<file path="src/rtl/dbf_pkg.sv">
package dbf_pkg;

  // Field widths of the row and result items.
  localparam int COORD_W         = 16;
  localparam int SCORE_W         = 16;
  localparam int CLASS_VAL_W     = 12;
  localparam int CLASS_ID_W      = 9;
  localparam int CLASS_FRAC_BITS = 4;
  localparam int CLASS_MAX       = 255;

  // Configuration register widths.
  localparam int SCALE_W      = 24;
  localparam int SCALE_FRAC_W = 16;
  localparam int PIXEL_W      = 12;
  localparam int CFG_IDX_W    = 3;
  localparam int CFG_DATA_W   = 24;

  // Default number of fraction bits on coordinates.
  localparam int COORD_FRAC_BITS_DEF = 4;

  // Scaled edge after dropping the scale fraction, and the width that holds
  // an edge plus offset plus size without overflow.
  localparam int PROD_W = COORD_W + SCALE_W + 1;
  localparam int SC_W   = PROD_W - SCALE_FRAC_W;
  localparam int WIDE_W = SC_W + 1;

  // Row queue between front and back.
  localparam int QUEUE_DEPTH = 4;
  localparam int QUEUE_AW    = $clog2(QUEUE_DEPTH);

  // Stream payload widths, rounded up to whole bytes.
  localparam int IN_DATA_W  = 96;
  localparam int OUT_DATA_W = 128;

  typedef enum logic [CFG_IDX_W-1:0] {
    REG_SCORE_LIMIT   = 3'd0,
    REG_INVERSE_SCALE = 3'd1,
    REG_OFFSET_X      = 3'd2,
    REG_OFFSET_Y      = 3'd3,
    REG_IMAGE_WIDTH   = 3'd4,
    REG_IMAGE_HEIGHT  = 3'd5,
    REG_SINGLE_CLASS  = 3'd6
  } dbf_reg_e;

  typedef struct packed {
    logic [SCORE_W-1:0] score_limit;
    logic [SCALE_W-1:0] inverse_scale;
    logic [PIXEL_W-1:0] offset_x;
    logic [PIXEL_W-1:0] offset_y;
    logic [PIXEL_W-1:0] image_width;
    logic [PIXEL_W-1:0] image_height;
    logic               single_class;
  } dbf_cfg_t;

  // A classified row as handed from front to back.
  typedef struct packed {
    logic                         last;
    logic                         ok;
    logic signed [COORD_W-1:0]    left;
    logic signed [COORD_W-1:0]    top;
    logic [COORD_W-1:0]           size_w;
    logic [COORD_W-1:0]           size_h;
    logic [SCORE_W-1:0]           score;
    logic signed [CLASS_ID_W-1:0] label_id;
  } dbf_row_t;

  typedef struct packed {
    logic                         found;
    logic signed [CLASS_ID_W-1:0] label_id;
    logic [SCORE_W-1:0]           confidence;
    logic [COORD_W-1:0]           box_left;
    logic [COORD_W-1:0]           box_top;
    logic [COORD_W-1:0]           box_width;
    logic [COORD_W-1:0]           box_height;
    logic [COORD_W-1:0]           center_x;
    logic [COORD_W-1:0]           center_y;
  } dbf_result_t;

endpackage

</file>
<file path="src/rtl/dbf_front.sv">
module dbf_front (
  input  logic                                    clk_i,
  input  logic                                    rst_ni,
  input  dbf_pkg::dbf_cfg_t                       cfg_i,
  input  logic                                    row_valid_i,
  output logic                                    row_ready_o,
  input  logic signed [dbf_pkg::COORD_W-1:0]      corner_x1_i,
  input  logic signed [dbf_pkg::COORD_W-1:0]      corner_y1_i,
  input  logic signed [dbf_pkg::COORD_W-1:0]      corner_x2_i,
  input  logic signed [dbf_pkg::COORD_W-1:0]      corner_y2_i,
  input  logic [dbf_pkg::SCORE_W-1:0]             score_i,
  input  logic [dbf_pkg::CLASS_VAL_W-1:0]         class_value_i,
  input  logic                                    last_row_i,
  output logic                                    push_valid_o,
  input  logic                                    push_ready_i,
  output dbf_pkg::dbf_row_t                       push_row_o
);
  import dbf_pkg::*;

  localparam int RND_W = CLASS_VAL_W + 1;

  logic                      valid_q, valid_d;
  dbf_row_t                  row_q, row_d;
  logic signed [COORD_W-1:0] lo_x, hi_x, lo_y, hi_y;
  logic [COORD_W:0]          diff_x, diff_y;
  logic [RND_W-1:0]          cls_rnd;
  logic [CLASS_ID_W-1:0]     cls_int;

  assign row_ready_o  = !valid_q || push_ready_i;
  assign push_valid_o = valid_q;
  assign push_row_o   = row_q;

  // Order the corners, check the score and the scale, and round the class.
  always_comb begin
    lo_x    = (corner_x1_i < corner_x2_i) ? corner_x1_i : corner_x2_i;
    hi_x    = (corner_x1_i < corner_x2_i) ? corner_x2_i : corner_x1_i;
    lo_y    = (corner_y1_i < corner_y2_i) ? corner_y1_i : corner_y2_i;
    hi_y    = (corner_y1_i < corner_y2_i) ? corner_y2_i : corner_y1_i;
    diff_x  = {{1{hi_x[COORD_W-1]}}, hi_x} - {{1{lo_x[COORD_W-1]}}, lo_x};
    diff_y  = {{1{hi_y[COORD_W-1]}}, hi_y} - {{1{lo_y[COORD_W-1]}}, lo_y};
    cls_rnd = {1'b0, class_value_i} + RND_W'(1 << (CLASS_FRAC_BITS - 1));
    cls_int = CLASS_ID_W'(cls_rnd >> CLASS_FRAC_BITS);
    if (cls_int > CLASS_ID_W'(CLASS_MAX)) begin
      cls_int = CLASS_ID_W'(CLASS_MAX);
    end

    row_d.last     = last_row_i;
    row_d.ok       = (cfg_i.inverse_scale != '0) && (score_i >= cfg_i.score_limit);
    row_d.left     = lo_x;
    row_d.top      = lo_y;
    row_d.size_w   = diff_x[COORD_W-1:0];
    row_d.size_h   = diff_y[COORD_W-1:0];
    row_d.score    = score_i;
    row_d.label_id = cfg_i.single_class ? '1 : $signed(cls_int);
  end

  // Input register: a row moves on when the queue takes it.
  always_comb begin
    valid_d = valid_q;
    if (row_ready_o) begin
      valid_d = row_valid_i;
    end
  end

  always_ff @(posedge clk_i or negedge rst_ni) begin
    if (!rst_ni) begin
      valid_q <= 1'b0;
    end else begin
      valid_q <= valid_d;
    end
  end

  always_ff @(posedge clk_i) begin
    if (row_ready_o && row_valid_i) begin
      row_q <= row_d;
    end
  end

endmodule

</file>
<file path="config.mk">
export PLATFORM = sky130hd
export DESIGN_NAME = dbf_front
export DESIGN_NICKNAME = d
export VERILOG_FILES = /design/src/rtl/dbf_pkg.sv /design/src/rtl/dbf_front.sv
export SDC_FILE = /design/constraint.sdc
export NUM_CORES = 1
export LEC_CHECK = 0
export ABC_AREA = 1
export BUFFER_PORTS_ARGS = -buffer_cell sky130_fd_sc_hd__buf_2
export CAP_MARGIN = 10
export CORE_UTILIZATION = 50
export CTS_BUF_LIST = sky130_fd_sc_hd__clkbuf_4 sky130_fd_sc_hd__clkbuf_8 sky130_fd_sc_hd__clkbuf_16
export CTS_CLUSTER_DIAMETER = 120
export DETAILED_ROUTE_END_ITERATION = 8
export HOLD_SLACK_MARGIN = 0.12
export PLACE_DENSITY = 0.83
export REMOVE_ABC_BUFFERS = 1
export SLEW_MARGIN = 20
export SYNTH_ARGS = -nofsm -noshare
export SYNTH_HDL_FRONTEND = slang
export SYNTH_SLANG_ARGS = --single-unit
</file>
<file path="constraint.sdc">
create_clock -name clk_i -period 8.4 [get_ports clk_i]
set_input_delay 0.42 -clock clk_i [delete_from_list [all_inputs] [get_ports clk_i]]
set_output_delay 0.42 -clock clk_i [all_outputs]
set_load 0.05 [all_outputs]
</file>
==> impl_metrics.ini <==
[placed_design]
place.gp.congestion = 0.907
port_buffers = 227
dpl-instance-area_mm2 = 0.00810
dp_hpwl_um = 12900

[power]
total_design_power_uw = 1580
pwr-share-comb_pct = 38.3
power_leakage_uw = 0.00468
intPower_uw = 978
peakVddDrop_v = 0.0000949
power_density_mw_per_mm2 = 188
reg_power_share_pct = 36.8
clkPwrFrac_pct = 25.0
switching_share_pct = 38.3
p_sw_uw = 606

[logic_synthesis]
synth-adder-area-share_pct = 9.08
synth_edf_count = 91
netlist_instances = 867
yosys_register_bits = 92
multiplexer_share_of_the_synthesized_area_pct = 0
async_reset_ff_share_pct = 1.09
synth_flop_cell = sky130_fd_sc_hd__edfxtp_1
ys_seq_area_share_pct = 40.8
avgSynthCellArea_um2 = 7.79
synthSimpleGateAreaFrac_pct = 32.5
post_synth_xor_area_fraction_pct = 2.98
synthDominantAreaCellType = sky130_fd_sc_hd__edfxtp_1
synth_warnings = 0
synth_most_common_cell = sky130_fd_sc_hd__nand2_1
post-synth-top-area-fraction_pct = 40.5
synth_top_family_by_area = simple AND/OR/NAND/NOR gates
yosys-top-cells-count = 294 x sky130_fd_sc_hd__nand2_1, 182 x sky130_fd_sc_hd__inv_1, 91 x sky130_fd_sc_hd__edfxtp_1
synthTopCellsByArea = sky130_fd_sc_hd__edfxtp_1 40%, sky130_fd_sc_hd__nand2_1 16%, sky130_fd_sc_hd__inv_1 10%
post_synth_instance_area_mm2 = 0.00675
synthDistinctLibCells = 32
synth_compound_area_share_pct = 3.87

[cells_and_area]
layout.nets = 1340
relative_area_change_from_synthesis_to_final_layout_pct = 24.8
fill_cells = 1171
post_route_cells_drive_above_1_share_pct = 27.9
stdcell_area_mm2 = 0.00843
final_core_util_pct = 63.9

[route]
drt-met1-wl_um = 6870
remaining_drc_errors = 0
drtAntennaViolNets = 0
route.detailed.wl_per_inst_um = 12.3
met3_length_um = 943
post_drt_via_cell_ratio = 4.89
topRoutingLayerUsed = met4
dr_wl_met2_um = 7490
initialDrtViolationCount = 301
routed_vias = 6299
finalWirelength_um = 15900
firstDrtPassIters = 4

[sta]
rsz_0062_raised_after_global_routing = false
finClkSkew_ns = 0.00344
maxClockFrequency_mhz = 361
period_minus_slack_ns = 2.77
timing.final.crit_share_pct = 33.0
maxSlewHeadroom_pct = 50.4
transition_time_at_the_pin_with_the_least_slew_margin_ns = 0.744
fin_tns_setup_ns = 0
finalSetupViolations = 0
timing.final.hold_violations = 0
final-max-slew-violation-count = 0

[floorplan]
die_w_um = 118
row_count = 42
die-area_mm2 = 0.0140
floorplan.die.height_um = 118
i_o_pins = 279
core_area_mm2 = 0.0132
start_util_pct = 51.2

[setup_path]
crit_path_top_delay_cell = sky130_fd_sc_hd__ha_1
critical_path.max_stage_delay_ns = 0.36
crit_type = in -> reg
timing.critical_path.mode_cell = sky130_fd_sc_hd__nand2_1
worst-path-buf-inv = 3
worst_path_arrival_ns = 2.87
maximum_fanout_along_the_worst_path = 14
crit_family = simple AND/OR/NAND/NOR gates
cp_data_required_time_ns = 8.50
critPathCaptureType = flop
crit_path_cell_trace = buf_2 > inv_1 > ha_1 > nand2_2 > inv_2 > nand3_1 > a21oi_1 > nor2_2 > nand3_2 > nand2_4 > nand2_1 > nand2_1 > nand3_1 > nand3_1 > nand2_1 > nand2_2 > nand2_1 > nand3_1 > nand2_1
worst_setup_sp_type = primary input

[clock_tree]
cts_max_level = 3
cts_inserted_buffers = 9
clock_path_buffers = 2
clock_input_transition_at_the_sequential_cells_of_the_worst_setup_and_hold_paths_ns = 0.06
cts_tree = done
clk_latency_ns = 0.34
root_buffer = sky130_fd_sc_hd__clkbuf_16
cts.sink_count = 92
postCtsResizedCells = 0

[grt]
grt_pass1_vias = 5789
grt_first_pass_wirelength_um = 26000
grt_use_total_pct = 23.3
grt_overflow = 0
antenna_found_initial = 1
grt_start_max_net_pins = 60

[job]
maxCapViolCount = 0

[hold_path]
worst_hold_path_type = in -> reg

[status]
result_of_the_run = complete, no violations
[power groups by stage]
stage | logic, uW | clock network, uW | registers (uW)
6_report | 606 | 395 | 582
5_1_grt | 666 | 425 | 585
4_1_cts | 603 | 404 | 583
3_5_place_dp | 601 | 0 | 592
3_3_place_gp | 592 | 0 | 591
2_1_floorplan | 295 | 0 | 750
[layout make-up]
class / instances / area, um^2 / area share (%)
multi-input cells: 586 / 3280 / 38.9
flip-flops and latches: 92 / 2760 / 32.7
repair buffers: 230 / 1180 / 14.0
inverters: 186 / 698 / 8.28
clock buffers: 10 / 233 / 2.76
well taps: 176 / 220 / 2.61
clock inverters: 6 / 55.1 / 0.653
diodes: 1 / 2.50 / 0.0297
[cell families (layout without fill, tap and decap cells)]
group	Yosys count	count (layout)
flops	92	92
compound gates	44	44
other cells	0	1
fa+ha+maj	49	49
simple gates	470	470
buf+inv	189	432
xor+xnor	23	23
[sequential cells by signal, indices dropped and copies added, names as in the netlist]
signal and count:
push_row_o 91, push_valid_o 1
[per-stage QoR]
| step | instances | hold WS (ns) | setup slack (ns) |
|---|---|---|---|
| 2_1_floorplan | 864 | 0.124 | 2.76 |
| 3_3_place_gp | 1268 | 0.196 | 5.36 |
| 3_5_place_dp | 1268 | 0.197 | 5.33 |
| 4_1_cts | 1285 | 0.238 | 5.68 |
| 5_1_grt | 1287 | 0.237 | 5.38 |
| 6_report | 1287 | 0.253 | 5.63 |
[worst paths after layout]
path	from	endpoint	slack, ns	cells past startpoint
setup / recovery	corner_y2_i[13]	push_row_o[40]$_DFFE_PP_	5.63	19
hold / removal	last_row_i	push_row_o[90]$_DFFE_PP_	0.25	1
setup reg to reg	push_valid_o$_DFFE_PN0N_	push_row_o[70]$_DFFE_PP_	6.31	2
hold reg to reg	push_valid_o$_DFFE_PN0N_	push_valid_o$_DFFE_PN0N_	0.58	2
max in group asynchronous	rst_ni	push_valid_o$_DFFE_PN0N_	7.92	2
min in group asynchronous	rst_ni	push_valid_o$_DFFE_PN0N_	0.39	2
[what timing repair did]
action / in CTS / in global routing
setup buffers: 0 / 0
hold buffers: 1 / 0
hold endpoints to repair: 1 / 0
[per-layer routing]
metal | global-route usage, % | up-vias
li1 | - | 3250
met1 | 28.8 | 2797
met2 | 39.4 | 216
met3 | 3.76 | 36
met4 | 12.0 | 0
met5 | 0 | -
[layout by cell type (no fill, tap or decap), types with 4 or more instances in the layout]
cell	n
sky130_fd_sc_hd__a21oi_1	23
sky130_fd_sc_hd__a21oi_2	5
sky130_fd_sc_hd__buf_2	227
sky130_fd_sc_hd__clkbuf_16	9
sky130_fd_sc_hd__edfxtp_1	91
sky130_fd_sc_hd__ha_1	49
sky130_fd_sc_hd__inv_1	182
sky130_fd_sc_hd__inv_2	4
sky130_fd_sc_hd__nand2_1	294
sky130_fd_sc_hd__nand2_2	27
sky130_fd_sc_hd__nand2_4	12
sky130_fd_sc_hd__nand3_1	65
sky130_fd_sc_hd__nand3_2	9
sky130_fd_sc_hd__nand4_1	9
sky130_fd_sc_hd__nor2_1	25
sky130_fd_sc_hd__nor2_2	6
sky130_fd_sc_hd__nor3_1	4
sky130_fd_sc_hd__nor4_1	10
sky130_fd_sc_hd__o211ai_1	4
sky130_fd_sc_hd__o21ai_0	4
sky130_fd_sc_hd__xor2_1	22
Power figures use the tool's default switching activity.
