`src/rtl/dbf_pkg.sv`:
```
package dbf_pkg;

  // Field widths of the row and result items.
  localparam int COORD_W         = 16;
  localparam int SCORE_W         = 16;
  localparam int CLASS_VAL_W     = 12;
  localparam int CLASS_ID_W      = 9;
  localparam int CLASS_FRAC_BITS = 4;
  localparam int CLASS_MAX       = 255;

  // Configuration register widths.
  localparam int SCALE_W      = 24;
  localparam int SCALE_FRAC_W = 16;
  localparam int PIXEL_W      = 12;
  localparam int CFG_IDX_W    = 3;
  localparam int CFG_DATA_W   = 24;

  // Default number of fraction bits on coordinates.
  localparam int COORD_FRAC_BITS_DEF = 4;

  // Scaled edge after dropping the scale fraction, and the width that holds
  // an edge plus offset plus size without overflow.
  localparam int PROD_W = COORD_W + SCALE_W + 1;
  localparam int SC_W   = PROD_W - SCALE_FRAC_W;
  localparam int WIDE_W = SC_W + 1;

  // Row queue between front and back.
  localparam int QUEUE_DEPTH = 4;
  localparam int QUEUE_AW    = $clog2(QUEUE_DEPTH);

  // Stream payload widths, rounded up to whole bytes.
  localparam int IN_DATA_W  = 96;
  localparam int OUT_DATA_W = 128;

  typedef enum logic [CFG_IDX_W-1:0] {
    REG_SCORE_LIMIT   = 3'd0,
    REG_INVERSE_SCALE = 3'd1,
    REG_OFFSET_X      = 3'd2,
    REG_OFFSET_Y      = 3'd3,
    REG_IMAGE_WIDTH   = 3'd4,
    REG_IMAGE_HEIGHT  = 3'd5,
    REG_SINGLE_CLASS  = 3'd6
  } dbf_reg_e;

  typedef struct packed {
    logic [SCORE_W-1:0] score_limit;
    logic [SCALE_W-1:0] inverse_scale;
    logic [PIXEL_W-1:0] offset_x;
    logic [PIXEL_W-1:0] offset_y;
    logic [PIXEL_W-1:0] image_width;
    logic [PIXEL_W-1:0] image_height;
    logic               single_class;
  } dbf_cfg_t;

  // A classified row as handed from front to back.
  typedef struct packed {
    logic                         last;
    logic                         ok;
    logic signed [COORD_W-1:0]    left;
    logic signed [COORD_W-1:0]    top;
    logic [COORD_W-1:0]           size_w;
    logic [COORD_W-1:0]           size_h;
    logic [SCORE_W-1:0]           score;
    logic signed [CLASS_ID_W-1:0] label_id;
  } dbf_row_t;

  typedef struct packed {
    logic                         found;
    logic signed [CLASS_ID_W-1:0] label_id;
    logic [SCORE_W-1:0]           confidence;
    logic [COORD_W-1:0]           box_left;
    logic [COORD_W-1:0]           box_top;
    logic [COORD_W-1:0]           box_width;
    logic [COORD_W-1:0]           box_height;
    logic [COORD_W-1:0]           center_x;
    logic [COORD_W-1:0]           center_y;
  } dbf_result_t;

endpackage

```
`src/rtl/dbf_back.sv`:
```
module dbf_back #(
  parameter int COORD_FRAC_BITS = dbf_pkg::COORD_FRAC_BITS_DEF
) (
  input  logic                 clk_i,
  input  logic                 rst_ni,
  input  dbf_pkg::dbf_cfg_t    cfg_i,
  input  logic                 pop_valid_i,
  output logic                 pop_ready_o,
  input  dbf_pkg::dbf_row_t    pop_row_i,
  output logic                 res_valid_o,
  input  logic                 res_ready_i,
  output dbf_pkg::dbf_result_t res_o
);
  import dbf_pkg::*;

  localparam int LIM_W = PIXEL_W + COORD_FRAC_BITS;

  // Row fields that ride along the pipeline unchanged.
  typedef struct packed {
    logic                         last;
    logic                         ok;
    logic [SCORE_W-1:0]           score;
    logic signed [CLASS_ID_W-1:0] label_id;
  } dbf_tag_t;

  logic adv;

  logic                     v1_q, v2_q, v3_q, v4_q, out_v_q, out_v_d;
  dbf_tag_t                 tag1_q, tag2_q, tag3_q, tag4_q;
  logic signed [PROD_W-1:0] pl_q, pt_q;
  logic [PROD_W-2:0]        pw_q, ph_q;
  logic signed [WIDE_W-1:0] sl_q, st_q, sw_q, sh_q;
  logic signed [WIDE_W-1:0] cl_q, ct_q, el_q, et_q;
  logic signed [WIDE_W-1:0] bl_q, bt_q, bw_q, bh_q;
  logic                     fd_q, fd_d;
  dbf_result_t              res_q, res_d;

  logic signed [WIDE_W-1:0] off_x, off_y, lim_x, lim_y, one_w;
  logic signed [WIDE_W-1:0] cl_d, ct_d, el_d, et_d;
  logic [LIM_W-1:0]         lim_xu, lim_yu;

  // The whole pipeline moves when the output register is free or drained.
  assign adv         = !out_v_q || res_ready_i;
  assign pop_ready_o = adv;
  assign res_valid_o = out_v_q;
  assign res_o       = res_q;

  assign lim_xu = LIM_W'(cfg_i.image_width) << COORD_FRAC_BITS;
  assign lim_yu = LIM_W'(cfg_i.image_height) << COORD_FRAC_BITS;
  assign lim_x  = $signed(WIDE_W'(lim_xu));
  assign lim_y  = $signed(WIDE_W'(lim_yu));
  assign off_x  = $signed(WIDE_W'(cfg_i.offset_x) << COORD_FRAC_BITS);
  assign off_y  = $signed(WIDE_W'(cfg_i.offset_y) << COORD_FRAC_BITS);
  assign one_w  = $signed(WIDE_W'(1) << COORD_FRAC_BITS);

  // Clip start and end of each axis to the image.
  always_comb begin
    cl_d = (sl_q < lim_x) ? sl_q : lim_x;
    if (cl_d < 0) begin
      cl_d = '0;
    end
    el_d = sl_q + sw_q;
    if (el_d > lim_x) begin
      el_d = lim_x;
    end
    if (el_d < cl_d) begin
      el_d = cl_d;
    end
    ct_d = (st_q < lim_y) ? st_q : lim_y;
    if (ct_d < 0) begin
      ct_d = '0;
    end
    et_d = st_q + sh_q;
    if (et_d > lim_y) begin
      et_d = lim_y;
    end
    if (et_d < ct_d) begin
      et_d = ct_d;
    end
  end

  // Final decision: first surviving box of a frame, or not found at its end.
  always_comb begin
    logic signed [WIDE_W-1:0] cx, cy;
    cx      = bl_q + (bw_q >>> 1);
    cy      = bt_q + (bh_q >>> 1);
    fd_d    = fd_q;
    out_v_d = out_v_q;
    res_d   = res_q;
    if (adv) begin
      out_v_d = 1'b0;
      if (v4_q) begin
        if (fd_q) begin
          fd_d = !tag4_q.last;
        end else if (tag4_q.ok && (bw_q > one_w) && (bh_q > one_w)) begin
          out_v_d          = 1'b1;
          fd_d             = !tag4_q.last;
          res_d.found      = 1'b1;
          res_d.label_id   = tag4_q.label_id;
          res_d.confidence = tag4_q.score;
          res_d.box_left   = bl_q[COORD_W-1:0];
          res_d.box_top    = bt_q[COORD_W-1:0];
          res_d.box_width  = bw_q[COORD_W-1:0];
          res_d.box_height = bh_q[COORD_W-1:0];
          res_d.center_x   = cx[COORD_W-1:0];
          res_d.center_y   = cy[COORD_W-1:0];
        end else if (tag4_q.last) begin
          out_v_d = 1'b1;
          res_d   = '0;
        end
      end
    end
  end

  // Stage valid bits, frame state and output valid.
  always_ff @(posedge clk_i or negedge rst_ni) begin
    if (!rst_ni) begin
      v1_q    <= 1'b0;
      v2_q    <= 1'b0;
      v3_q    <= 1'b0;
      v4_q    <= 1'b0;
      out_v_q <= 1'b0;
      fd_q    <= 1'b0;
    end else begin
      if (adv) begin
        v1_q <= pop_valid_i;
        v2_q <= v1_q;
        v3_q <= v2_q;
        v4_q <= v3_q;
      end
      out_v_q <= out_v_d;
      fd_q    <= fd_d;
    end
  end

  // Datapath: scale, offset, clip, length.
  always_ff @(posedge clk_i) begin
    res_q <= res_d;
    if (adv) begin
      tag1_q.last     <= pop_row_i.last;
      tag1_q.ok       <= pop_row_i.ok;
      tag1_q.score    <= pop_row_i.score;
      tag1_q.label_id <= pop_row_i.label_id;
      pl_q <= PROD_W'(pop_row_i.left * $signed({1'b0, cfg_i.inverse_scale}));
      pt_q <= PROD_W'(pop_row_i.top * $signed({1'b0, cfg_i.inverse_scale}));
      pw_q <= (PROD_W - 1)'(pop_row_i.size_w * cfg_i.inverse_scale);
      ph_q <= (PROD_W - 1)'(pop_row_i.size_h * cfg_i.inverse_scale);

      tag2_q <= tag1_q;
      sl_q   <= WIDE_W'(pl_q >>> SCALE_FRAC_W) + off_x;
      st_q   <= WIDE_W'(pt_q >>> SCALE_FRAC_W) + off_y;
      sw_q   <= $signed(WIDE_W'(pw_q >> SCALE_FRAC_W));
      sh_q   <= $signed(WIDE_W'(ph_q >> SCALE_FRAC_W));

      tag3_q <= tag2_q;
      cl_q   <= cl_d;
      ct_q   <= ct_d;
      el_q   <= el_d;
      et_q   <= et_d;

      tag4_q <= tag3_q;
      bl_q   <= cl_q;
      bt_q   <= ct_q;
      bw_q   <= el_q - cl_q;
      bh_q   <= et_q - ct_q;
    end
  end

endmodule

```
`config.mk`:
```
export PLATFORM = sky130hd
export DESIGN_NAME = dbf_back
export DESIGN_NICKNAME = d
export VERILOG_FILES = /design/src/rtl/dbf_pkg.sv /design/src/rtl/dbf_back.sv
export SDC_FILE = /design/constraint.sdc
export NUM_CORES = 2
export LEC_CHECK = 0
export ABC_AREA = 1
export BUFFER_PORTS_ARGS = -buffer_cell sky130_fd_sc_hd__buf_4
export CORE_MARGIN = 8
export CORE_UTILIZATION = 55
export CTS_BUF_LIST = sky130_fd_sc_hd__clkbuf_8
export CTS_CLUSTER_SIZE = 40
export DETAILED_ROUTE_END_ITERATION = 12
export MAX_ROUTING_LAYER = met4
export PLACE_DENSITY_LB_ADDON = 0.12
export SYNTH_ARGS = -nofsm -noshare
export SYNTH_HDL_FRONTEND = slang
export SYNTH_SLANG_ARGS = --single-unit
```
`constraint.sdc`:
```
create_clock -name clk_i -period 20.8 [get_ports clk_i]
set_input_delay 4.16 -clock clk_i [delete_from_list [all_inputs] [get_ports clk_i]]
set_output_delay 4.16 -clock clk_i [all_outputs]
set_load 0.005 [all_outputs]
```
==> results_dict.tcl <==
set metrics [dict create \
    yosys.area.top_type "fa_1" \
    finalCritPeriodShare_pct 51.4 \
    syn-cell-area_sq_um 81200 \
    grt_pass1_wl_mm 342 \
    die_w_um 400 \
    final.min_clock_period_ns 10.68 \
    yosys_warnings 0 \
    final_nets 11700 \
    ys_seq_area_share_pct 22.9 \
    die_h_um 400 \
    htreeDepth 3 \
    synth_seq_cells 620 \
    die_area_sq_um 160000 \
    reg2reg_slack_ns 14.23 \
    drc 0 \
    synthArstFlopShare_pct 0.968 \
    min-delay-start "ph_q[35]" \
    synth_edf_count 614 \
    setup_viol 0 \
    synth_cell_type_count 57 \
    cts_hold_buf 0 \
    ys.flop_type "edfxtp_1" \
    rsz0062_at_grt "false" \
    synthXorXnorAreaFrac_pct 2.48 \
    min_delay_path_depth 0 \
    routed_wl_mm 211 \
    cts_root_buf "clkbuf_8" \
    track_usage_pct 27.2 \
    required_ns 21.24 \
    vias_per_cell 5.28 \
    r2r-end "el_q[1]" \
    first_iter_violations 3947 \
    initial_core_util_pct 55.2 \
    slew_viol_final 0 \
    fillers 13300 \
    vias 60900 \
    grt_overflow 0 \
    regArea_sq_um 18600 \
    ff2ff_path_depth 32 \
    end_kind "register" \
    maxCapViolCount 0 \
    synth_compound_area_share_pct 5.05 \
    hold_class "register to register" \
    synth_top_area_share_pct 30.3 \
    rows 141 \
    ant_nets 0 \
    port_buffers 290 \
    whs_endpoint "sh_q[19]" \
    synth_fa_ha_area_share_pct 41.6 \
    core_area_sq_um 147000 \
    status "finished clean" \
    synth_area_per_cell_sq_um 8.60 \
    crit_fanout 36 \
    hold_viol 0 \
    maxSlewHeadroom_pct 22.8 \
    grt_pass1_vias 64300 \
    cts_buffer_depth 3 \
    synth_area_leaders "fa_1 (30%), edfxtp_1 (23%), inv_1 (11%), ha_1 (11%), nand2_1 (11%)" \
    cts_sinks 620 \
    skew_ns 0.0597 \
    clk_pin_slew_ns 0.06 \
    gp_congestion 0.928 \
    tightest_slew_ns 1.16 \
    fmax_mhz 93.6 \
    synth_simple_gate_area_share_pct 14.9 \
    tns_ns 0 \
    synth_mux_area_share_pct 0 \
    clkLatencyLatePin_ns 0.75 \
    cts_resized 0 \
    grt_max_degree 161 \
    drive_gt1_share_pct 5.00 \
    synth_top_family_by_area "adder cells" \
    dpl.hpwl_mm 163 \
    multi_input_area_sq_um 52000 \
    cts_buffers 95 \
    regToRegStartpoint "sw_q[0]" \
    crit_type "input pin to register" \
    crit_arrival_ns 11.13 \
    cts_tree "built" \
    cts_setup_buffers 0 \
    antenna_found_initial 11 \
    postSynthCellCount 9439 \
    first_pass_iters 6 \
    fin_hold_ws_ns 0.369 \
    worst_setup_path_start_kind "input pin" \
    avgRoutedWirePerCell_um 18.3 \
    area_growth_pct 6.67 \
    pin_count 308 \
]
-- how the worst max path moves through the flow --
stage | startpoint | endpoint | slack, ns | depth (start not counted)
3_3_place_gp | cfg_i[59] | ph_q[38] | 9.52 | 27
3_5_place_dp | cfg_i[62] | ph_q[38] | 9.52 | 27
2_1_floorplan | res_ready_i | pop_ready_o | 2.80 | 2
6_report | cfg_i[56] | pt_q[40] | 10.12 | 26
4_1_cts | cfg_i[56] | pt_q[40] | 10.34 | 26
5_1_grt | cfg_i[62] | ph_q[34] | 9.73 | 28
-- flip-flops by register name, summed over array words and instances (netlist names), 25 cells and up --
name	flops
bh_q	26
bw_q	26
cl_q	25
ct_q	25
el_q	26
et_q	26
pl_q	25
pt_q	25
res_o	122
sl_q	26
st_q	26
tag1_q	27
tag2_q	27
tag3_q	27
tag4_q	27
-- per-layer routing --
| layer | GRT usage (%) | vias to the layer above | wire (um) |
|---|---|---|---|
| li1 | - | 28500 | - |
| met1 | 35.5 | 30000 | 89500 |
| met2 | 44.9 | 2114 | 100000 |
| met3 | 4.26 | 341 | 15800 |
| met4 | 6.66 | 0 | 5160 |
| met5 | - | - | 0 |
-- metrics by stage --
| stage | cell area (sq um) | worst slack (ns) | instances | utilization (%) |
|---|---|---|---|---|
| CTS | 86600 | 10.34 | 11500 | 58.9 |
| finish | 86600 | 10.12 | 11500 | 58.9 |
| global placement | 84800 | 9.52 | 11400 | 57.6 |
| floorplan | 81200 | 2.80 | 9440 | - |
| global route | 86600 | 9.73 | 11500 | 58.9 |
| detailed placement | 84800 | 9.52 | 11400 | 57.6 |
-- cells in the mapped netlist, types with 5 or more instances --
library cell,count
inv_1,2483
nand2_1,2332
fa_1,1228
ha_1,736
edfxtp_1,614
nor2_1,455
a21oi_1,365
clkbuf_1,300
o21ai_0,180
xor2_1,155
nand3_1,128
xnor2_1,71
nor3_1,64
nand4_1,43
a31oi_1,41
o21a_1,29
buf_1,23
nor4_1,20
a21o_1,19
o21bai_1,17
nand3b_1,15
o211ai_1,12
a21boi_0,11
o31ai_1,10
o2111ai_1,8
a211oi_1,6
dfrtp_1,6
nand2_2,5
-- logic make-up (layout without fill, tap and decap cells) --
kind of cell	Yosys count	after routing
and+or+nand+nor	3077	3077
buffers and inverters	2819	2983
adders and majority gates	1964	1964
AOI/OAI and AO/OA	730	730
DFF	620	620
xor gates and xnor gates	228	228
other	1	11
-- layout make-up --
class                      instances  share of cell area (%)
clock buffer                      97                    1.54
multi-input combinational       6001                    60.0
inverter                        2488                    10.8
timing repair buffer             324                    2.82
clock inverter                    74                   0.534
sequential                       620                    21.5
antenna                            9                  0.0260
tap                             1930                    2.79
-- cell usage in the layout (no fill, tap or decap), types with 5 or more instances in the layout --
master and count:
a211oi_1 6, a21boi_0 11, a21o_1 19, a21oi_1 365, a31oi_1 41, buf_4 323, clkbuf_8 97, clkinv_1 25
clkinv_2 16, clkinvlp_4 5, dfrtp_1 6, diode_2 9, edfxtp_1 614, fa_1 1228, ha_1 736, inv_1 2503
nand2_1 2332, nand2_2 5, nand3_1 128, nand3b_1 15, nand4_1 43, nor2_1 455, nor3_1 63, nor4_1 19
o2111ai_1 8, o211ai_1 12, o21a_1 29, o21ai_0 180, o21bai_1 17, o31ai_1 10, xnor2_1 71, xor2_1 155
-- worst max-delay path: stages --
cell,delay [ns]
buf_4,0.36
buf_4,0.67
nand2_1,0.18
fa_1,0.58
inv_1,0.06
fa_1,0.50
inv_1,0.06
fa_1,0.54
inv_1,0.05
fa_1,0.51
inv_1,0.06
fa_1,0.49
inv_1,0.05
fa_1,0.38
ha_1,0.44
a21oi_1,0.18
o21ai_0,0.10
a21oi_1,0.13
nand2_1,0.20
a21oi_1,0.37
o21ai_0,0.23
nand2_1,0.10
o211ai_1,0.18
nand3_1,0.12
o2111ai_1,0.17
xor2_1,0.18
Power is left out: the tool's default activity adds up to more than one toggle a clock period on the data nets, which glitch-free logic cannot reach.
