--- config.mk ---
export PLATFORM = sky130hd
export DESIGN_NAME = dbf_queue
export DESIGN_NICKNAME = d
export VERILOG_FILES = /design/src/rtl/dbf_pkg.sv /design/src/rtl/dbf_queue.sv
export SDC_FILE = /design/constraint.sdc
export NUM_CORES = 1
export LEC_CHECK = 0
export ABC_AREA = 1
export BUFFER_PORTS_ARGS = -buffer_cell sky130_fd_sc_hd__buf_2
export CAP_MARGIN = 20
export CORE_ASPECT_RATIO = 1.1
export CORE_MARGIN = 8
export CORE_UTILIZATION = 35
export CTS_CLUSTER_DIAMETER = 50
export CTS_CLUSTER_SIZE = 20
export DETAILED_ROUTE_END_ITERATION = 10
export SLEW_MARGIN = 15
export SYNTH_ARGS = -nofsm -noshare
export SYNTH_HDL_FRONTEND = slang
export SYNTH_SLANG_ARGS = --single-unit
--- constraint.sdc ---
create_clock -name clk_i -period 15.8 [get_ports clk_i]
set_input_delay 0.79 -clock clk_i [delete_from_list [all_inputs] [get_ports clk_i]]
set_output_delay 0.79 -clock clk_i [all_outputs]
set_load 0.02 [all_outputs]
--- src/rtl/dbf_pkg.sv ---
package dbf_pkg;

  // Field widths of the row and result items.
  localparam int COORD_W         = 16;
  localparam int SCORE_W         = 16;
  localparam int CLASS_VAL_W     = 12;
  localparam int CLASS_ID_W      = 9;
  localparam int CLASS_FRAC_BITS = 4;
  localparam int CLASS_MAX       = 255;

  // Configuration register widths.
  localparam int SCALE_W      = 24;
  localparam int SCALE_FRAC_W = 16;
  localparam int PIXEL_W      = 12;
  localparam int CFG_IDX_W    = 3;
  localparam int CFG_DATA_W   = 24;

  // Default number of fraction bits on coordinates.
  localparam int COORD_FRAC_BITS_DEF = 4;

  // Scaled edge after dropping the scale fraction, and the width that holds
  // an edge plus offset plus size without overflow.
  localparam int PROD_W = COORD_W + SCALE_W + 1;
  localparam int SC_W   = PROD_W - SCALE_FRAC_W;
  localparam int WIDE_W = SC_W + 1;

  // Row queue between front and back.
  localparam int QUEUE_DEPTH = 4;
  localparam int QUEUE_AW    = $clog2(QUEUE_DEPTH);

  // Stream payload widths, rounded up to whole bytes.
  localparam int IN_DATA_W  = 96;
  localparam int OUT_DATA_W = 128;

  typedef enum logic [CFG_IDX_W-1:0] {
    REG_SCORE_LIMIT   = 3'd0,
    REG_INVERSE_SCALE = 3'd1,
    REG_OFFSET_X      = 3'd2,
    REG_OFFSET_Y      = 3'd3,
    REG_IMAGE_WIDTH   = 3'd4,
    REG_IMAGE_HEIGHT  = 3'd5,
    REG_SINGLE_CLASS  = 3'd6
  } dbf_reg_e;

  typedef struct packed {
    logic [SCORE_W-1:0] score_limit;
    logic [SCALE_W-1:0] inverse_scale;
    logic [PIXEL_W-1:0] offset_x;
    logic [PIXEL_W-1:0] offset_y;
    logic [PIXEL_W-1:0] image_width;
    logic [PIXEL_W-1:0] image_height;
    logic               single_class;
  } dbf_cfg_t;

  // A classified row as handed from front to back.
  typedef struct packed {
    logic                         last;
    logic                         ok;
    logic signed [COORD_W-1:0]    left;
    logic signed [COORD_W-1:0]    top;
    logic [COORD_W-1:0]           size_w;
    logic [COORD_W-1:0]           size_h;
    logic [SCORE_W-1:0]           score;
    logic signed [CLASS_ID_W-1:0] label_id;
  } dbf_row_t;

  typedef struct packed {
    logic                         found;
    logic signed [CLASS_ID_W-1:0] label_id;
    logic [SCORE_W-1:0]           confidence;
    logic [COORD_W-1:0]           box_left;
    logic [COORD_W-1:0]           box_top;
    logic [COORD_W-1:0]           box_width;
    logic [COORD_W-1:0]           box_height;
    logic [COORD_W-1:0]           center_x;
    logic [COORD_W-1:0]           center_y;
  } dbf_result_t;

endpackage

--- src/rtl/dbf_queue.sv ---
module dbf_queue (
  input  logic              clk_i,
  input  logic              rst_ni,
  input  logic              push_valid_i,
  output logic              push_ready_o,
  input  dbf_pkg::dbf_row_t push_row_i,
  output logic              pop_valid_o,
  input  logic              pop_ready_i,
  output dbf_pkg::dbf_row_t pop_row_o
);
  import dbf_pkg::*;

  dbf_row_t              mem_q [QUEUE_DEPTH];
  logic [QUEUE_AW-1:0]   wr_ptr_q, wr_ptr_d;
  logic [QUEUE_AW-1:0]   rd_ptr_q, rd_ptr_d;
  logic [QUEUE_AW:0]     count_q, count_d;
  logic                  push, pop;

  assign push_ready_o = (count_q != (QUEUE_AW + 1)'(QUEUE_DEPTH));
  assign pop_valid_o  = (count_q != '0);
  assign pop_row_o    = mem_q[rd_ptr_q];
  assign push         = push_valid_i && push_ready_o;
  assign pop          = pop_valid_o && pop_ready_i;

  // Pointer and fill count update.
  always_comb begin
    wr_ptr_d = push ? wr_ptr_q + 1'b1 : wr_ptr_q;
    rd_ptr_d = pop ? rd_ptr_q + 1'b1 : rd_ptr_q;
    count_d  = count_q;
    if (push && !pop) begin
      count_d = count_q + 1'b1;
    end else if (pop && !push) begin
      count_d = count_q - 1'b1;
    end
  end

  always_ff @(posedge clk_i or negedge rst_ni) begin
    if (!rst_ni) begin
      wr_ptr_q <= '0;
      rd_ptr_q <= '0;
      count_q  <= '0;
    end else begin
      wr_ptr_q <= wr_ptr_d;
      rd_ptr_q <= rd_ptr_d;
      count_q  <= count_d;
    end
  end

  always_ff @(posedge clk_i) begin
    if (push) begin
      mem_q[wr_ptr_q] <= push_row_i;
    end
  end

endmodule

==> results.json, run 1 <==
{
  "port_buffers": 187,
  "fillers": 3965,
  "slew_violations": 0,
  "regArea_sq_um": 11100,
  "ys_seq_area_frac": 0.740,
  "fin_tns_setup_ns": 0,
  "syn_nets": 1222,
  "placementRows": 79,
  "antenna_found_initial": 5,
  "rsz0062_at_grt": "no",
  "fin_crit_sh": 0.252,
  "drtIter0Drc": 407,
  "critPathLaunchType": "flop",
  "crit_path_frequent_cell": "nand2_1",
  "nets": 1398,
  "crit_chain": "inv_8 > buf_4 > nand2_1 > o211ai_1 > nand2_1 > buf_2",
  "outcome": "complete, no violations",
  "instances_no_fill": 1894,
  "synthCells": 1121,
  "cts_buffer_depth": 3,
  "dp_hpwl_um": 18300,
  "cp.required_ns": 15.01,
  "insertion_delay_ns": 0.55,
  "p_leak_nw": 6.95,
  "fin_util": 0.413,
  "power_frac_seq": 0.397,
  "final_common_cell": "edfxtp_1",
  "grt_max_degree": 165,
  "die_height_um": 233,
  "drv_cap": 0,
  "pwr-share-clk": 0.251,
  "hold_path.class": "input pin to async pin",
  "wire_per_inst_um": 16.5,
  "peakVddDrop_uv": 125,
  "setup_viol": 0,
  "hold_ws_ns": 0.0806,
  "drive_gt1_frac": 0.198,
  "synth.distinct_cells": 17,
  "ys_warn_count": 0,
  "hold_violations": 0,
  "crit_path_end_kind": "output pin",
  "ant_nets": 0,
  "power.density_nw_per_um2": 196,
  "vias_per_cell": 4.55,
  "num_io_pins": 188,
  "drt-pass1-iter-count": 4,
  "critPathArrivalTime_ns": 3.19,
  "gp_congestion": 0.714,
  "grt_use_total": 0.125,
  "design_area_sq_um": 17500,
  "clk_pin_slew_worst_paths_ns": 0.06,
  "syn_avg_cell_area_sq_um": 13.4,
  "start_util": 0.355,
  "clockRootBuffer": "clkbuf_16",
  "wl_um": 31300,
  "fmax_ghz": 0.251,
  "synth_area_sq_um": 15000,
  "cp_max_fo": 164,
  "grt_pass1_wl_um": 47800,
  "cts_tree": "done",
  "slowest_stage": "buf_4",
  "p_sw_mw": 1.31,
  "p_comb_frac": 0.352,
  "relSlewSlack": 0.300,
  "cts_buffers": 35,
  "cts_hold_buf": 0,
  "dp_cells": 1826,
  "h-tree-depth": 2,
  "cts.repair.resized": 0,
  "worstMarginPinSlew_ns": 1.05,
  "drc": 0,
  "finClkSkew_ns": 0.0275,
  "p_int_mw": 2.11,
  "area_growth_pct": 16.3,
  "grt_pass1_vias": 8586,
  "cts_setup_buffers": 0,
  "vias": 8624,
  "finalWorstPathRequiredPeriod_ns": 3.98,
  "clock_sinks": 371,
  "grt_overflow": 0,
  "switching_share": 0.383,
  "core_sq_um": 42300,
  "critPathMaxStageDelay_ns": 0.91,
  "rrSetupSlack_ns": 12.92,
  "place_area_sq_um": 16200,
  "synth-seq-cells": 371,
  "final_cell_mix": "edfxtp_1, nand2_1, inv_1",
  "die_w_um": 213,
  "multi_input_area_sq_um": 2640,
  "setup.worst_path.class": "flop to output pin",
  "die_area_sq_um": 49800
}
## Yosys cell counts
library cell | count | share of area
inv_2 | 1 | 0.00025
xnor2_1 | 1 | 0.00058
o211ai_1 | 182 | 0.091
fa_1 | 1 | 0.0013
nand4_1 | 1 | 0.00042
buf_6 | 37 | 0.028
clkbuf_8 | 2 | 0.0018
o21ai_0 | 1 | 0.00033
nand2_1 | 290 | 0.073
dfrtp_1 | 7 | 0.012
inv_1 | 197 | 0.049
buf_2 | 19 | 0.0063
nand3_1 | 7 | 0.0023
edfxtp_1 | 364 | 0.73
clkbuf_1 | 2 | 0.00050
nor2_1 | 4 | 0.0010
ha_1 | 5 | 0.0042
## per-stage QoR
| stage | total power [mW] | setup slack [ns] |
|---|---|---|
| after floorplan | 2.28 | 10.52 |
| after global placement | 2.59 | 12.29 |
| after detailed placement | 2.61 | 12.28 |
| after CTS | 3.48 | 11.78 |
| after global routing | 3.63 | 11.51 |
| final | 3.41 | 11.82 |
## critical path, delay by kind of cell (launching register included)
family | cells | cell delay, ns
AOI/OAI and AO/OA | 1 | 0.15
buffers and inverters | 3 | 1.68
and+or+nand+nor | 2 | 0.24
DFF | 1 | 0.45
## worst paths after layout
path | startpoint | end | cells after the start
worst max-delay path | rd_ptr_q[0] | pop_row_o[66] | 6
worst min-delay path | rst_ni | wr_ptr_q[1] | 1
worst max register to register | count_q[0] | mem_q[2][68] | 6
worst min register to register | count_q[2] | count_q[2] | 2
max in group asynchronous | rst_ni | rd_ptr_q[1] | 1
min in group clk_i | push_row_i[29] | mem_q[2][29] | 1
## registers in the layout, indices dropped and copies added, names as in the netlist
register and count:
count_q 3, mem_q 364, rd_ptr_q 2, wr_ptr_q 2
## power groups by stage
| stage | combinational, mW | clock, mW | sequential [mW] |
|---|---|---|---|
| after detailed placement | 1.23 | 0 | 1.38 |
| after global routing | 1.34 | 0.915 | 1.37 |
| after CTS | 1.23 | 0.883 | 1.36 |
| final | 1.20 | 0.856 | 1.36 |
| after global placement | 1.21 | 0 | 1.38 |
| after floorplan | 0.908 | 0 | 1.37 |
## final cells by class
cell class                 instances  area share
inverter                         198      0.0432
antenna                            4    0.000574
sequential                       371       0.637
clock buffer                      40      0.0537
timing repair buffer             199      0.0602
multi-input combinational        492       0.151
tap                              567      0.0407
clock inverter                    23      0.0140
## logic make-up (layout without fill, tap and decap cells)
logic type,Yosys count,in the layout,share of synthesized area
adder cells (fa/ha/maj),6,6,0.00550
AND/OR/NAND/NOR,302,302,0.0763
XOR/XNOR,1,1,0.000584
AO/OA/AOI/OAI,183,183,0.0914
flip-flops,371,371,0.740
buffers and inverters,258,460,0.0860
other,0,4,0
## routing by layer
layer / up-vias / share of wire / wire length (um) / GRT usage
met5: - / 0.00064 / 20 / 0
met2: 181 / 0.47 / 14700 / 0.205
met4: 4 / 0.022 / 675 / 0.0478
li1: 4273 / - / - / -
met1: 4121 / 0.45 / 14000 / 0.158
met3: 45 / 0.061 / 1910 / 0.0298
Note: power is estimated with default switching activity, not from simulation.
==> run 2: changes to the inputs <==
Clock period 15.8 ns to 3.9 ns, I/O delays scaled along.
==> run 2 against run 1 <==
  * Clock skew shrank 0.0081 ns
  * Combinational power grew to 4.1 times the previous value
  * Count of clock-buffer cells in the layout is the same
  * Worst setup slack lost 11 ns
  * Die area is the same
  * Via count grew 4.3%
  * First-iteration DRC count shrank 3.4%
  * Design area grew 6.6%
  * Cell count grew 5.1%
  * Clock power grew to 4.5 times the previous value
  * Critical path type unchanged
  * Largest cell class unchanged
==> results.json, run 2 (synthesis gave the netlist of run 1 again) <==
{
  "relSlewSlack": 0.360,
  "port_buffers": 187,
  "grt_pass1_vias": 8970,
  "largest_register": "mem_q",
  "insertion_delay_ns": 0.54,
  "fin_tns_setup_ns": 0,
  "gp_congestion": 0.738,
  "place_area_sq_um": 16300,
  "grt_use_total": 0.127,
  "die_height_um": 233,
  "core_sq_um": 42300,
  "final_common_cell": "edfxtp_1",
  "design_area_sq_um": 18600,
  "wire_per_inst_um": 15.9,
  "cts_hold_buf": 95,
  "drive_gt1_frac": 0.190,
  "fin_ws_ns": 1.12,
  "grt_overflow": 0,
  "slew_violations": 0,
  "p_comb_frac": 0.347,
  "grt_pass1_wl_um": 49500,
  "vias": 8992,
  "ant_nets": 0,
  "finalPower_mw": 14.3,
  "cts.repair.resized": 0,
  "placementRows": 79,
  "cp.required_ns": 3.70,
  "drt-pass1-iter-count": 6,
  "dp_slack_ns": 1.59,
  "cts_buffer_depth": 3,
  "finalWorstPathRequiredPeriod_ns": 2.78,
  "p_sw_mw": 5.35,
  "dp_hpwl_um": 17800,
  "start_util": 0.355,
  "num_io_pins": 188,
  "p_int_mw": 8.98,
  "setup_viol": 0,
  "fin_crit_sh": 0.713,
  "critPathArrivalTime_ns": 2.59,
  "outcome": "complete, no violations",
  "final_cell_mix": "edfxtp_1, nand2_1, inv_1",
  "wl_um": 31600,
  "clock_sinks": 371,
  "die_w_um": 213,
  "critPathLaunchType": "flop",
  "drc": 0,
  "rsz0062_at_grt": "no",
  "power_frac_seq": 0.383,
  "grt_max_degree": 133,
  "setup.worst_path.class": "flop to output pin",
  "peakVddDrop_uv": 1060,
  "hold_path.class": "input pin to flop",
  "antenna_found_initial": 2,
  "hold_violations": 0,
  "vias_per_cell": 4.52,
  "pwr-share-clk": 0.270,
  "power.density_nw_per_um2": 771,
  "finClkSkew_ns": 0.0194,
  "h-tree-depth": 2,
  "nets": 1496,
  "fmax_ghz": 0.360,
  "clockRootBuffer": "clkbuf_16",
  "worstMarginPinSlew_ns": 0.960,
  "hold_ws_ns": 0.395,
  "cts_buffers": 36,
  "cts_setup_buffers": 0,
  "die_area_sq_um": 49800,
  "p_leak_nw": 7.44,
  "instances_no_fill": 1990,
  "largest_register_ffs": 364,
  "cp_max_fo": 40,
  "drtIter0Drc": 393,
  "drv_cap": 0,
  "dp_cells": 1829,
  "clk_pin_slew_worst_paths_ns": 0.07,
  "crit_path_end_kind": "output pin",
  "cts_tree": "done",
  "switching_share": 0.373,
  "area_growth_pct": 23.9,
  "reg_top3": "mem_q: 364 flops, count_q: 3 flops",
  "fin_util": 0.440
}
==> run 2: worst paths after layout <==
| path | from | to | slack (ns) | cells after the start |
|---|---|---|---|---|
| worst max-delay path | rd_ptr_q[1] | pop_row_o[37] | 1.12 | 5 |
| worst min-delay path | push_row_i[36] | mem_q[1][36] | 0.40 | 2 |
| worst max register to register | count_q[0] | mem_q[1][13] | 1.61 | 5 |
| worst min register to register | count_q[2] | count_q[2] | 0.53 | 2 |
| max in group asynchronous | rst_ni | rd_ptr_q[1] | 2.97 | 3 |
| min in group asynchronous | rst_ni | rd_ptr_q[0] | 0.63 | 3 |
==> run 2: layer usage <==
metal  up-vias  global-route usage  routed length, um
met1      4285               0.165              14300
met4         2              0.0422                617
met5         -                   0                  8
met2       185               0.209              15000
met3        40              0.0296               1750
li1       4480                   -                  -
==> run 2: power groups by stage <==
stage	registers, mW	logic, mW	clock network (mW)
after floorplan	5.57	3.68	0
after global routing	5.56	5.52	4.14
after CTS	5.50	5.11	3.99
after detailed placement	5.59	5.02	0
after global placement	5.57	4.95	0
final	5.49	4.97	3.87
==> run 2: final cells by class <==
type	count	area (sq um)
Antenna cell	1	2.50
Fill cell	3864	23700
Tap cell	567	709
Timing Repair Buffer	296	2040
Clock buffer	40	937
Sequential cell	371	11100
Multi-Input combinational cell	492	2640
Clock inverter	25	404
Inverter	198	753
==> run 2: critical path: stages (launching register included) <==
cell and delay (ns):
dfrtp_4 0.70, inv_4 0.43, buf_4 0.44, o211ai_1 0.15, nand2_1 0.12, buf_2 0.17
==> run 3: changes to the inputs <==
Clock period 3.9 ns to 2.9 ns, I/O delays scaled along.
==> run 3 against run 2 <==
  * Combinational power rose by 40%
  * Register-to-register slack worse by 0.91 ns
  * First-iteration DRC count up 22%
  * Global-route usage about the same
  * Die area unchanged
  * Critical path depth up 1
  * Cell count grew 0.25%
  * Count of clock-buffer cells in the layout rose by 2
  * Sequential share of layout area up 0.11 points
  * Utilization fell by 0.080 points
  * Largest power group unchanged
  * Highest routed layer unchanged
==> results.json, run 3 (synthesis gave the netlist of run 1 again) <==
{
  "largest_register": "mem_q",
  "cts_buffers": 37,
  "wl_um": 32300,
  "critPathMaxStageDelay_ns": 0.46,
  "cts_buffer_depth": 3,
  "relSlewSlack": 0.616,
  "fin_crit_sh": 0.845,
  "die_height_um": 233,
  "clockRootBuffer": "clkbuf_16",
  "hold_path_depth": 2,
  "area_growth_pct": 23.7,
  "cts.repair.resized": 0,
  "hold_violations": 0,
  "p_leak_nw": 7.40,
  "drv_cap": 0,
  "setup_viol": 0,
  "critical_path_depth": 6,
  "vias_per_cell": 4.50,
  "grt_pass1_vias": 8794,
  "cts_setup_buffers": 0,
  "hold_path.class": "input pin to flop",
  "dp_cells": 1830,
  "cp_max_fo": 76,
  "slowest_stage": "buf_4",
  "drtIter0Drc": 480,
  "grt_use_total": 0.128,
  "fin_ws_ns": 0.451,
  "power.density_nw_per_um2": 1020,
  "crit_path_end_kind": "output pin",
  "peakVddDrop_uv": 655,
  "finClkSkew_ns": 0.0162,
  "dp_slack_ns": 0.722,
  "setup.worst_path.class": "flop to output pin",
  "outcome": "complete, no violations",
  "cp_top_family": "buffers and inverters",
  "cts_tree": "done",
  "grt_overflow": 0,
  "fmax_ghz": 0.408,
  "crit_path_frequent_cell": "nand2_1",
  "largest_register_ffs": 364,
  "gp_congestion": 0.758,
  "h-tree-depth": 2,
  "wire_per_inst_um": 16.2,
  "instances_no_fill": 1995,
  "grt_pass1_wl_um": 49500,
  "dp_hpwl_um": 19100,
  "design_area_sq_um": 18600,
  "placementRows": 79,
  "critPathArrivalTime_ns": 2.30,
  "die_w_um": 213,
  "worstMarginPinSlew_ns": 0.576,
  "antenna_found_initial": 8,
  "final_common_cell": "edfxtp_1",
  "clock_sinks": 371,
  "drive_gt1_frac": 0.188,
  "ff2ff_path_depth": 9,
  "port_buffers": 187,
  "place_area_sq_um": 16400,
  "num_io_pins": 188,
  "critPathLaunchType": "flop",
  "clk_pin_slew_worst_paths_ns": 0.07,
  "core_sq_um": 42300,
  "vias": 8973,
  "cts_hold_buf": 95,
  "slew_violations": 0,
  "drt-pass1-iter-count": 5,
  "hold_ws_ns": 0.361,
  "die_area_sq_um": 49800,
  "reg_top3": "mem_q: 364 flops, count_q: 3 flops",
  "finalWorstPathRequiredPeriod_ns": 2.45,
  "grt_max_degree": 93,
  "fin_util": 0.439,
  "nets": 1498,
  "insertion_delay_ns": 0.52,
  "crit_chain": "inv_8 > buf_4 > nand2_1 > o211ai_1 > nand2_1 > buf_2",
  "drc": 0,
  "ant_nets": 0,
  "cp.required_ns": 2.76,
  "final_cell_mix": "edfxtp_1, nand2_1, inv_1",
  "start_util": 0.355,
  "rsz0062_at_grt": "no",
  "path_buf_inv": 3
}
## run 3: cell types whose count changed in the layout (fill, tap and decap cells not counted), sizes merged
cell | before | now
buf | 201 | 202
inv | 209 | 210
clkbuf | 40 | 42
bufinv | 7 | 0
clkinv | 6 | 10
diode | 1 | 3
clkinvlp | 1 | 3
## run 3: metal layers
layer	track usage	vias up	share of wire
met5	0	-	0.0025
met1	0.163	4213	0.44
met2	0.211	204	0.47
li1	-	4481	-
met4	0.0396	12	0.024
met3	0.0330	63	0.068
## run 3: area by class of cell
class	instances	area [sq um]
clock buffer	42	987
fill	3844	23700
timing repair buffer	297	2150
sequential	371	11100
tap	567	709
clock inverter	25	208
antenna	3	7.51
inverter	198	753
multi-input combinational	492	2640
## run 3: final timing paths
kind / end / start / slack (ns)
setup / recovery: pop_row_o[38] / rd_ptr_q[0] / 0.45
setup reg to reg: count_q[1] / count_q[0] / 0.70
max in group asynchronous: rd_ptr_q[1] / rst_ni / 2.00
min in group asynchronous: rd_ptr_q[0] / rst_ni / 0.62
hold reg to reg: count_q[2] / count_q[2] / 0.52
hold / removal: mem_q[2][79] / push_row_i[79] / 0.36
## run 3: power by group
group / leakage (nW) / switching, mW / internal, mW / total [mW]
Sequential: 3.42 / 0.236 / 7.04 / 7.27
Clock: 0.580 / 2.12 / 2.54 / 4.66
Combinational: 3.40 / 4.88 / 2.07 / 6.95
Total: 7.40 / 7.23 / 11.7 / 18.9
## run 3: stage by stage
step / power, mW / setup TNS (ns)
floorplan: 12.4 / -319.91
global placement: 14.3 / 0
detailed placement: 14.4 / 0
CTS: 19.2 / 0
global route: 20.1 / 0
finish: 18.9 / 0
